===== config.mk =====
export PLATFORM = sky130hd
export DESIGN_NAME = sgdb_ctrl
export DESIGN_NICKNAME = d
export VERILOG_FILES = /design/src/sgdb_pkg.sv /design/src/sgdb_ctrl.sv
export VERILOG_INCLUDE_DIRS = /design/src /design/src/src
export SDC_FILE = /design/constraint.sdc
export NUM_CORES = 1
export LEC_CHECK = 0
export ABC_AREA = 1
export BUFFER_PORTS_ARGS = -buffer_cell sky130_fd_sc_hd__buf_4
export CAP_MARGIN = 10
export CORE_MARGIN = 2
export CORE_UTILIZATION = 50
export DETAILED_ROUTE_END_ITERATION = 10
export PLACE_DENSITY = 0.78
export SETUP_SLACK_MARGIN = 0.4
export SKIP_LAST_GASP = 1
export SLEW_MARGIN = 20
export SYNTH_ARGS = -nofsm -noshare
export SYNTH_HDL_FRONTEND = slang
export SYNTH_SLANG_ARGS = --single-unit

===== constraint.sdc =====
create_clock -name clk_i -period 1.8 [get_ports clk_i]
set_clock_uncertainty 0.1 [all_clocks]
set_input_delay 0.27 -clock clk_i [delete_from_list [all_inputs] [get_ports clk_i]]
set_output_delay 0.27 -clock clk_i [all_outputs]
set_load 0.1 [all_outputs]

===== src/assert_macros.svh =====
// Assertion macros used by the controller module.
`ifndef ASSERT_MACROS_SVH
`define ASSERT_MACROS_SVH
// Checks that a property holds on every clock edge outside reset.
`define ASSERT_CLK(lbl, clk, rst_n, prop, msg) \
  lbl: assert property (@(posedge clk) disable iff (!rst_n) (prop)) else $error(msg);
// Checks that a condition implies a property on the next edge.
`define ASSERT_NEXT(lbl, clk, rst_n, cond, prop, msg) \
  lbl: assert property (@(posedge clk) disable iff (!rst_n) (cond) |=> (prop)) else $error(msg);
`endif


===== src/sgdb_pkg.sv =====
// Shared types and constants of the scatter-gather descriptor builder.
package sgdb_pkg;
  localparam int unsigned MaxSegsDefault   = 16;
  localparam int unsigned DescBytesDefault = 64;
  localparam int unsigned CfgIdxW = 1;
  localparam int unsigned CfgDataW = 5;

  localparam logic [1:0] FuncLoadData = 2'd0;
  localparam logic [1:0] FuncLoadDesc = 2'd1;
  localparam logic [1:0] FuncAddBuf   = 2'd2;
  localparam logic [1:0] FuncRestart  = 2'd3;

  localparam logic [1:0] StatOk       = 2'd0;
  localparam logic [1:0] StatDataFull = 2'd1;
  localparam logic [1:0] StatDescFull = 2'd2;
  localparam logic [1:0] StatZeroSize = 2'd3;

  localparam logic [CfgIdxW-1:0] CfgDataCount = 1'd0;
  localparam logic [CfgIdxW-1:0] CfgDescCount = 1'd1;

  typedef struct packed {
    logic [1:0]  func;
    logic [3:0]  seg_index;
    logic [63:0] seg_addr;
    logic [31:0] seg_len;
    logic [31:0] buffer_size;
  } req_t;

  typedef struct packed {
    logic [1:0]  status;
    logic [31:0] desc_offset;
    logic [63:0] desc_addr;
    logic [63:0] buffer_addr;
    logic [31:0] piece_len;
    logic        start_flag;
    logic        end_flag;
    logic        last;
  } res_t;

  // Datapath commands issued by the controller.
  typedef enum logic [3:0] {
    CmdNone, CmdLoad, CmdRestart, CmdInit, CmdDataStep, CmdDescStep,
    CmdDescScan, CmdRecord, CmdAdvance, CmdCommit, CmdEmit, CmdFail
  } cmd_e;

  typedef struct packed {
    cmd_e       cmd;
    logic [1:0] code;
    logic       run;
  } ctl_t;

  typedef struct packed {
    logic data_found;
    logic data_end;
    logic desc_found;
    logic desc_fit;
    logic desc_end;
    logic slot_ovf;
    logic remain_zero;
    logic cur_ovf_data;
    logic cur_ovf_desc;
    logic emit_last;
    logic size_zero;
  } stat_t;
endpackage


===== src/sgdb_ctrl.sv =====
// Controller state machine sequencing requests through the datapath.
`include "assert_macros.svh"
module sgdb_ctrl (
  input  logic            clk_i,
  input  logic            rst_ni,
  input  logic            in_valid_i,
  output logic            in_ready_o,
  input  logic [1:0]      func_i,
  output logic            out_valid_o,
  input  logic            out_ready_i,
  input  sgdb_pkg::stat_t stat_i,
  output sgdb_pkg::ctl_t  ctl_o
);
  import sgdb_pkg::*;
  typedef enum logic [3:0] {
    SIdle, SDataLoc, SDescLoc, SDescScan, SRecord, SNextSeg, SFinal,
    SEmit, SOut, SFail
  } state_e;
  state_e state_q;
  logic [1:0] code_q;
  logic out_valid_q, last_q;

  // A result waiting in the output register does not hold back new requests.
  assign in_ready_o = (state_q == SIdle);
  assign out_valid_o = out_valid_q;

  logic acc;
  assign acc = in_valid_i && in_ready_o;

  always_comb begin
    ctl_o = '0;
    ctl_o.cmd = CmdNone;
    ctl_o.code = code_q;
    ctl_o.run = (state_q != SIdle);
    case (state_q)
      SIdle: begin
        if (acc) begin
          if (func_i == FuncLoadData || func_i == FuncLoadDesc) ctl_o.cmd = CmdLoad;
          else if (func_i == FuncRestart) ctl_o.cmd = CmdRestart;
          else if (!stat_i.size_zero) ctl_o.cmd = CmdInit;
        end
      end
      SDataLoc: if (!stat_i.data_found && !stat_i.data_end) ctl_o.cmd = CmdDataStep;
      SDescLoc: if (!stat_i.desc_end) ctl_o.cmd = CmdDescStep;
      SDescScan: if (!stat_i.desc_fit && !stat_i.desc_end) ctl_o.cmd = CmdDescScan;
      SRecord: ctl_o.cmd = CmdRecord;
      SNextSeg: ctl_o.cmd = CmdAdvance;
      SFinal: if (!stat_i.cur_ovf_desc && !stat_i.cur_ovf_data) ctl_o.cmd = CmdCommit;
      SEmit: if (!out_valid_q || out_ready_i) ctl_o.cmd = CmdEmit;
      SFail: if (!out_valid_q || out_ready_i) ctl_o.cmd = CmdFail;
      default: ;
    endcase
  end

  always_ff @(posedge clk_i or negedge rst_ni) begin
    if (!rst_ni) begin
      state_q <= SIdle; code_q <= StatOk; out_valid_q <= 1'b0; last_q <= 1'b0;
    end else begin
      if (out_valid_q && out_ready_i) out_valid_q <= 1'b0;
      case (state_q)
        SIdle: begin
          if (acc && func_i == FuncAddBuf && stat_i.size_zero) begin
            code_q <= StatZeroSize; state_q <= SFail;
          end else if (ctl_o.cmd == CmdInit) state_q <= SDataLoc;
        end
        SDataLoc: begin
          if (stat_i.data_found) state_q <= SDescLoc;
          else if (stat_i.data_end) begin
            code_q <= StatDataFull; state_q <= SFail;
          end
        end
        SDescLoc: begin
          if (stat_i.desc_end) begin
            code_q <= StatDescFull; state_q <= SFail;
          end else if (stat_i.desc_found) state_q <= SDescScan;
        end
        SDescScan: begin
          if (stat_i.desc_fit) begin
            if (stat_i.slot_ovf) begin
              code_q <= StatDescFull; state_q <= SFail;
            end else state_q <= SRecord;
          end else if (stat_i.desc_end) begin
            code_q <= StatDescFull; state_q <= SFail;
          end
        end
        SRecord: state_q <= SNextSeg;
        SNextSeg: begin
          // Recording left remain and cursors updated; decide on the next piece.
          if (stat_i.remain_zero) state_q <= SFinal;
          else state_q <= SOut;
        end
        SOut: begin
          if (stat_i.data_end) begin
            code_q <= StatDataFull; state_q <= SFail;
          end else if (stat_i.data_found) state_q <= SDescScan;
          else state_q <= SNextSeg;
        end
        SFinal: begin
          if (stat_i.cur_ovf_desc) begin
            code_q <= StatDescFull; state_q <= SFail;
          end else if (stat_i.cur_ovf_data) begin
            code_q <= StatDataFull; state_q <= SFail;
          end else state_q <= SEmit;
        end
        SEmit: if (ctl_o.cmd == CmdEmit) begin
          out_valid_q <= 1'b1; last_q <= stat_i.emit_last;
          if (stat_i.emit_last) state_q <= SIdle;
        end
        SFail: if (ctl_o.cmd == CmdFail) begin
          out_valid_q <= 1'b1; last_q <= 1'b1; state_q <= SIdle;
        end
        default: state_q <= SIdle;
      endcase
    end
  end

  `ASSERT_NEXT(a_emit_valid, clk_i, rst_ni, ctl_o.cmd == CmdEmit, out_valid_o,
    "emitted result not presented")
  `ASSERT_CLK(a_ready_idle, clk_i, rst_ni, !in_ready_o || state_q == SIdle,
    "request taken while busy")
  `ASSERT_NEXT(a_no_commit_fail, clk_i, rst_ni, ctl_o.cmd == CmdCommit,
    state_q == SEmit, "commit not followed by emission")
  logic unused;
  assign unused = last_q;
endmodule

# Yosys cells after proc, flatten, opt, wreduce, memory -nomap -nowiden
# Cells that the tools add are included.
# word_totals
out_inout_bits,9
word_cells,93
reg_bits,7
# op_classes
muxes,42
n_reduce_logical,22
eq_ne,26
# ops
op,n
two-way mux 4 bit,19
one-hot mux 4 bit (10 select lines),1
one-hot mux 4 bit (9 select lines),1
two-way mux 2 bit,12
"== test 4 x 3 -> 1 bit, second input constant",4
"== test 4 bit, second input constant",4
"inequality test 3 bit, second input constant",5
"== test 4 x 2 -> 1 bit, second input constant",3
two-way mux 3 bit,4
one-hot mux 2 bit (6 select lines),1
"inequality test 2 bit, second input constant",4
logical AND 1 bit,7
zero test 1 bit,7
AND reduction 7 bit,1
nonzero test 6 bit,1
AND reduction 5 bit,1
"== test 2 bit, second input constant",2
"== test 4 x 1 -> 1 bit, second input constant",1
zero test 4 bit,1
nonzero test 4 bit,1
two-way mux 1 bit,3
"inequality test 3 x 1 -> 1 bit, second input constant",1
"== test 2 x 1 -> 1 bit, second input constant",1
zero test 2 bit,1
3 further kinds,4

# Depth between registers and ports, before layout
# logic_depth
depth_word,9
mapped_depth,12

# Worst setup path before layout
# No wires, ideal clock.
# synth_timing
kind,flip-flop to flip-flop
start,"reg out_valid_q, in the netlist out_valid_o"
end,reg state_q[2]
required_ps,1569
period_less_slack_ps,2438
n_path_buf,0
setup_ps,131
arrival_time_ps,2207
stages_incl_launch_ff,10
slack_ps,-638
cell_sequence,dfrtp_1 > nand2_1 > nand2_2 > nand2_2 > nor2_1 > nand3_2 > nand2_2 > nand3_2 > nand2_1 > nand2_1
# synth_rtl
item,line,source
from (decl),sgdb_ctrl.sv:21,"logic out_valid_q, last_q;"
from (signal assigned),sgdb_ctrl.sv:57,state_q <= SIdle; code_q <= StatOk; out_valid_q <= 1'b0; last_q <= 1'b0;
from (signal assigned),sgdb_ctrl.sv:59,if (out_valid_q && out_ready_i) out_valid_q <= 1'b0;
from (signal assigned),sgdb_ctrl.sv:106,out_valid_q <= 1'b1; last_q <= stat_i.emit_last;
to (signal assigned),sgdb_ctrl.sv:63,code_q <= StatZeroSize; state_q <= SFail;
to (signal assigned),sgdb_ctrl.sv:64,end else if (ctl_o.cmd == CmdInit) state_q <= SDataLoc;
to (signal assigned),sgdb_ctrl.sv:67,if (stat_i.data_found) state_q <= SDescLoc;
to (decl),sgdb_ctrl.sv:19,state_e state_q;

==> flow_summary.yaml <==
cells_and_area:
  drive_gt1_share_pct: 51.1
  area_growth_pct: 74.4
  final_common_cell: "buf_4"
  final_nets: 198
  mostFrequentLayoutCells: "buf_4, nand2_1, nor2_1"
  fin_cells: 196
  diodes: 0
sta:
  setup_tns_ps: -1660
  rsz0062_at_grt: "true"
  finalHoldViolations: 0
  worst_pin_slew_ps: 490
  fin_ws_ps: -225
  drv_slew: 0
  fmax_ghz: 0.494
  fin_crit_sh_pct: 113
  slew_headroom_pct: 66.5
  setup_viol: 10
  layout_min_cycle_time_ps: 2030
global_routing:
  grt_max_degree: 8
  grt_pass1_vias: 1049
  grt_pass1_wl_um: 4500
  grt_util_all_layers_pct: 30.4
  antenna_found_initial: 0
  grt_overflow: 0
synthesis:
  yosys_warnings: 0
  synth.net_count: 153
  synth.area.top_cells: "dfrtp_1, nand2_1, nor2_1"
  ys_seq_area_share_pct: 21.1
  ys_types: 24
  synth_area_um2: 831
  synthCells: 136
  yosysTopAreaCell: "dfrtp_1"
  ys_ff_latch: 7
  syn_area_per_cell_um2: 6.11
  synth_top_cell_area_share_pct: 21.1
critical_path:
  cp-start-kind: "register"
  crit_required_ps: 1430
  r2r_end: "state_q[0]"
  worst_ep_arrival_time_ps: 1660
  worstSetupEndpointType: "output port"
  path_max_fanout: 6
  r2r-start: "state_q[0]"
  path_class: "reg2out"
  reg2regPathDepth: 12
  rrSetupSlack_ps: -220
clock_tree:
  cts_made_buffers: 3
  cts_tree: "yes"
  clock_sinks: 7
  ctsRootBufferMaster: "clkbuf_4"
  cts.clk_slew.worst_paths_ps: 70
  clock_latency_ps: 260
  clock_path_buffers: 2
  htreeDepth: 1
place:
  dp_hpwl_um: 1910
  gp_congestion: 0.886
  io_buffer_count: 25
  placed_cells: 181
floorplan:
  rows: 14
  io-pin-count: 26
  die_area_mm2: 0.00200
  initial_core_util_pct: 54.5
  coreArea_mm2: 0.00152
  dieHeight_um: 44.8
  die_w_um: 44.8
drt:
  antenna_left: 0
  finalWirelength_um: 4300
  avgRoutedWirePerCell_um: 21.9
  drt-pass1-iter-count: 7
  drc: 0
  viasPerCell: 6.67
  drt_iter0_markers: 138
  vias: 1307
worst_hold_path:
  holdPathEnd: "out_valid_o"
  hold_path_class: "in2reg"
  hp-start: "out_ready_i"
  hold_path_depth: 4
run:
  drv_cap: 0
outcome:
  violations: "setup timing"
  status: "finished, violations left"
-- worst max-delay path: stages (launching register included) --
cell and delay [ps]:
dfrtp_2 490, inv_2 110, nor2_4 170, nand3_2 170
nand2_1 140, nor2_2 70, nand2_8 80, buf_12 170
-- synthesized netlist by cell type, drive strengths merged --
cell     number
o211ai        1
nand4         3
nor4          2
a21oi         2
nand2        44
nand3        16
o21ai         5
dfrtp         7
o22ai         1
inv          20
a2111oi       1
o221ai        1
nor3          4
o2111ai       1
nor2         26
o31ai         1
clkinv        1
-- area by class of cell --
class	count	area, um^2
Tap cell	16	20.0
Multi-Input combinational cell	108	739
Timing Repair Buffer	40	398
Clock buffer	4	26.3
Sequential cell	7	184
Fill cell	44	75.1
Inverter	21	81.3
-- worst max-delay path by stage --
stage | startpoint | endpoint | slack (ps)
2_1_floorplan | state_q[3] | state_q[2] | -210
3_3_place_gp | state_q[3] | ctl_o[3] | 40
3_5_place_dp | state_q[0] | state_q[1] | 10
4_1_cts | state_q[2] | ctl_o[4] | -120
5_1_grt | state_q[0] | state_q[0] | -270
6_report | state_q[1] | ctl_o[3] | -230
-- routing by layer --
layer | vias up | routed length [um] | global-route usage (%)
met3 | 42 | 567 | 1.60
met1 | 575 | 1390 | 37.4
met2 | 156 | 2030 | 53.6
met4 | 0 | 309 | 14.5
met5 | - | 0 | 0
li1 | 534 | - | -
-- stage by stage --
step                utilization, %  instance area (um^2)  hold slack (ps)  setup WS [ps]
finish                        95.1                  1450              262           -225
global route                  95.1                  1450              273           -274
CTS                           87.8                  1340              221           -122
detailed placement            77.0                  1170            -15.2           10.4
global placement              77.0                  1170            -17.4           35.0
floorplan                        -                   936             -126           -210
-- logic make-up (layout without fill, tap and decap cells) --
family / after synthesis / after routing / share of synthesized area [%]
flip-flops: 7 / 7 / 21.1
AO/OA/AOI/OAI: 13 / 13 / 9.94
buffers and inverters: 21 / 65 / 9.49
AND/OR/NAND/NOR: 95 / 95 / 59.5
-- state kept, by name, summed over array words and instances (netlist names) --
register and cells:
state_q 4, code_q 2, out_valid_o 1
-- repair_timing --
action,4_1_cts,5_1_grt
endpoints found under the hold margin,7,0
setup buffers,5,5
pin swaps,7,8
hold buffers,1,0
setup endpoints to repair,12,12
gates resized for setup,24,18
Power is not shown: default switching activity piles up to over one toggle a cycle in this logic, so the estimate is an artifact.
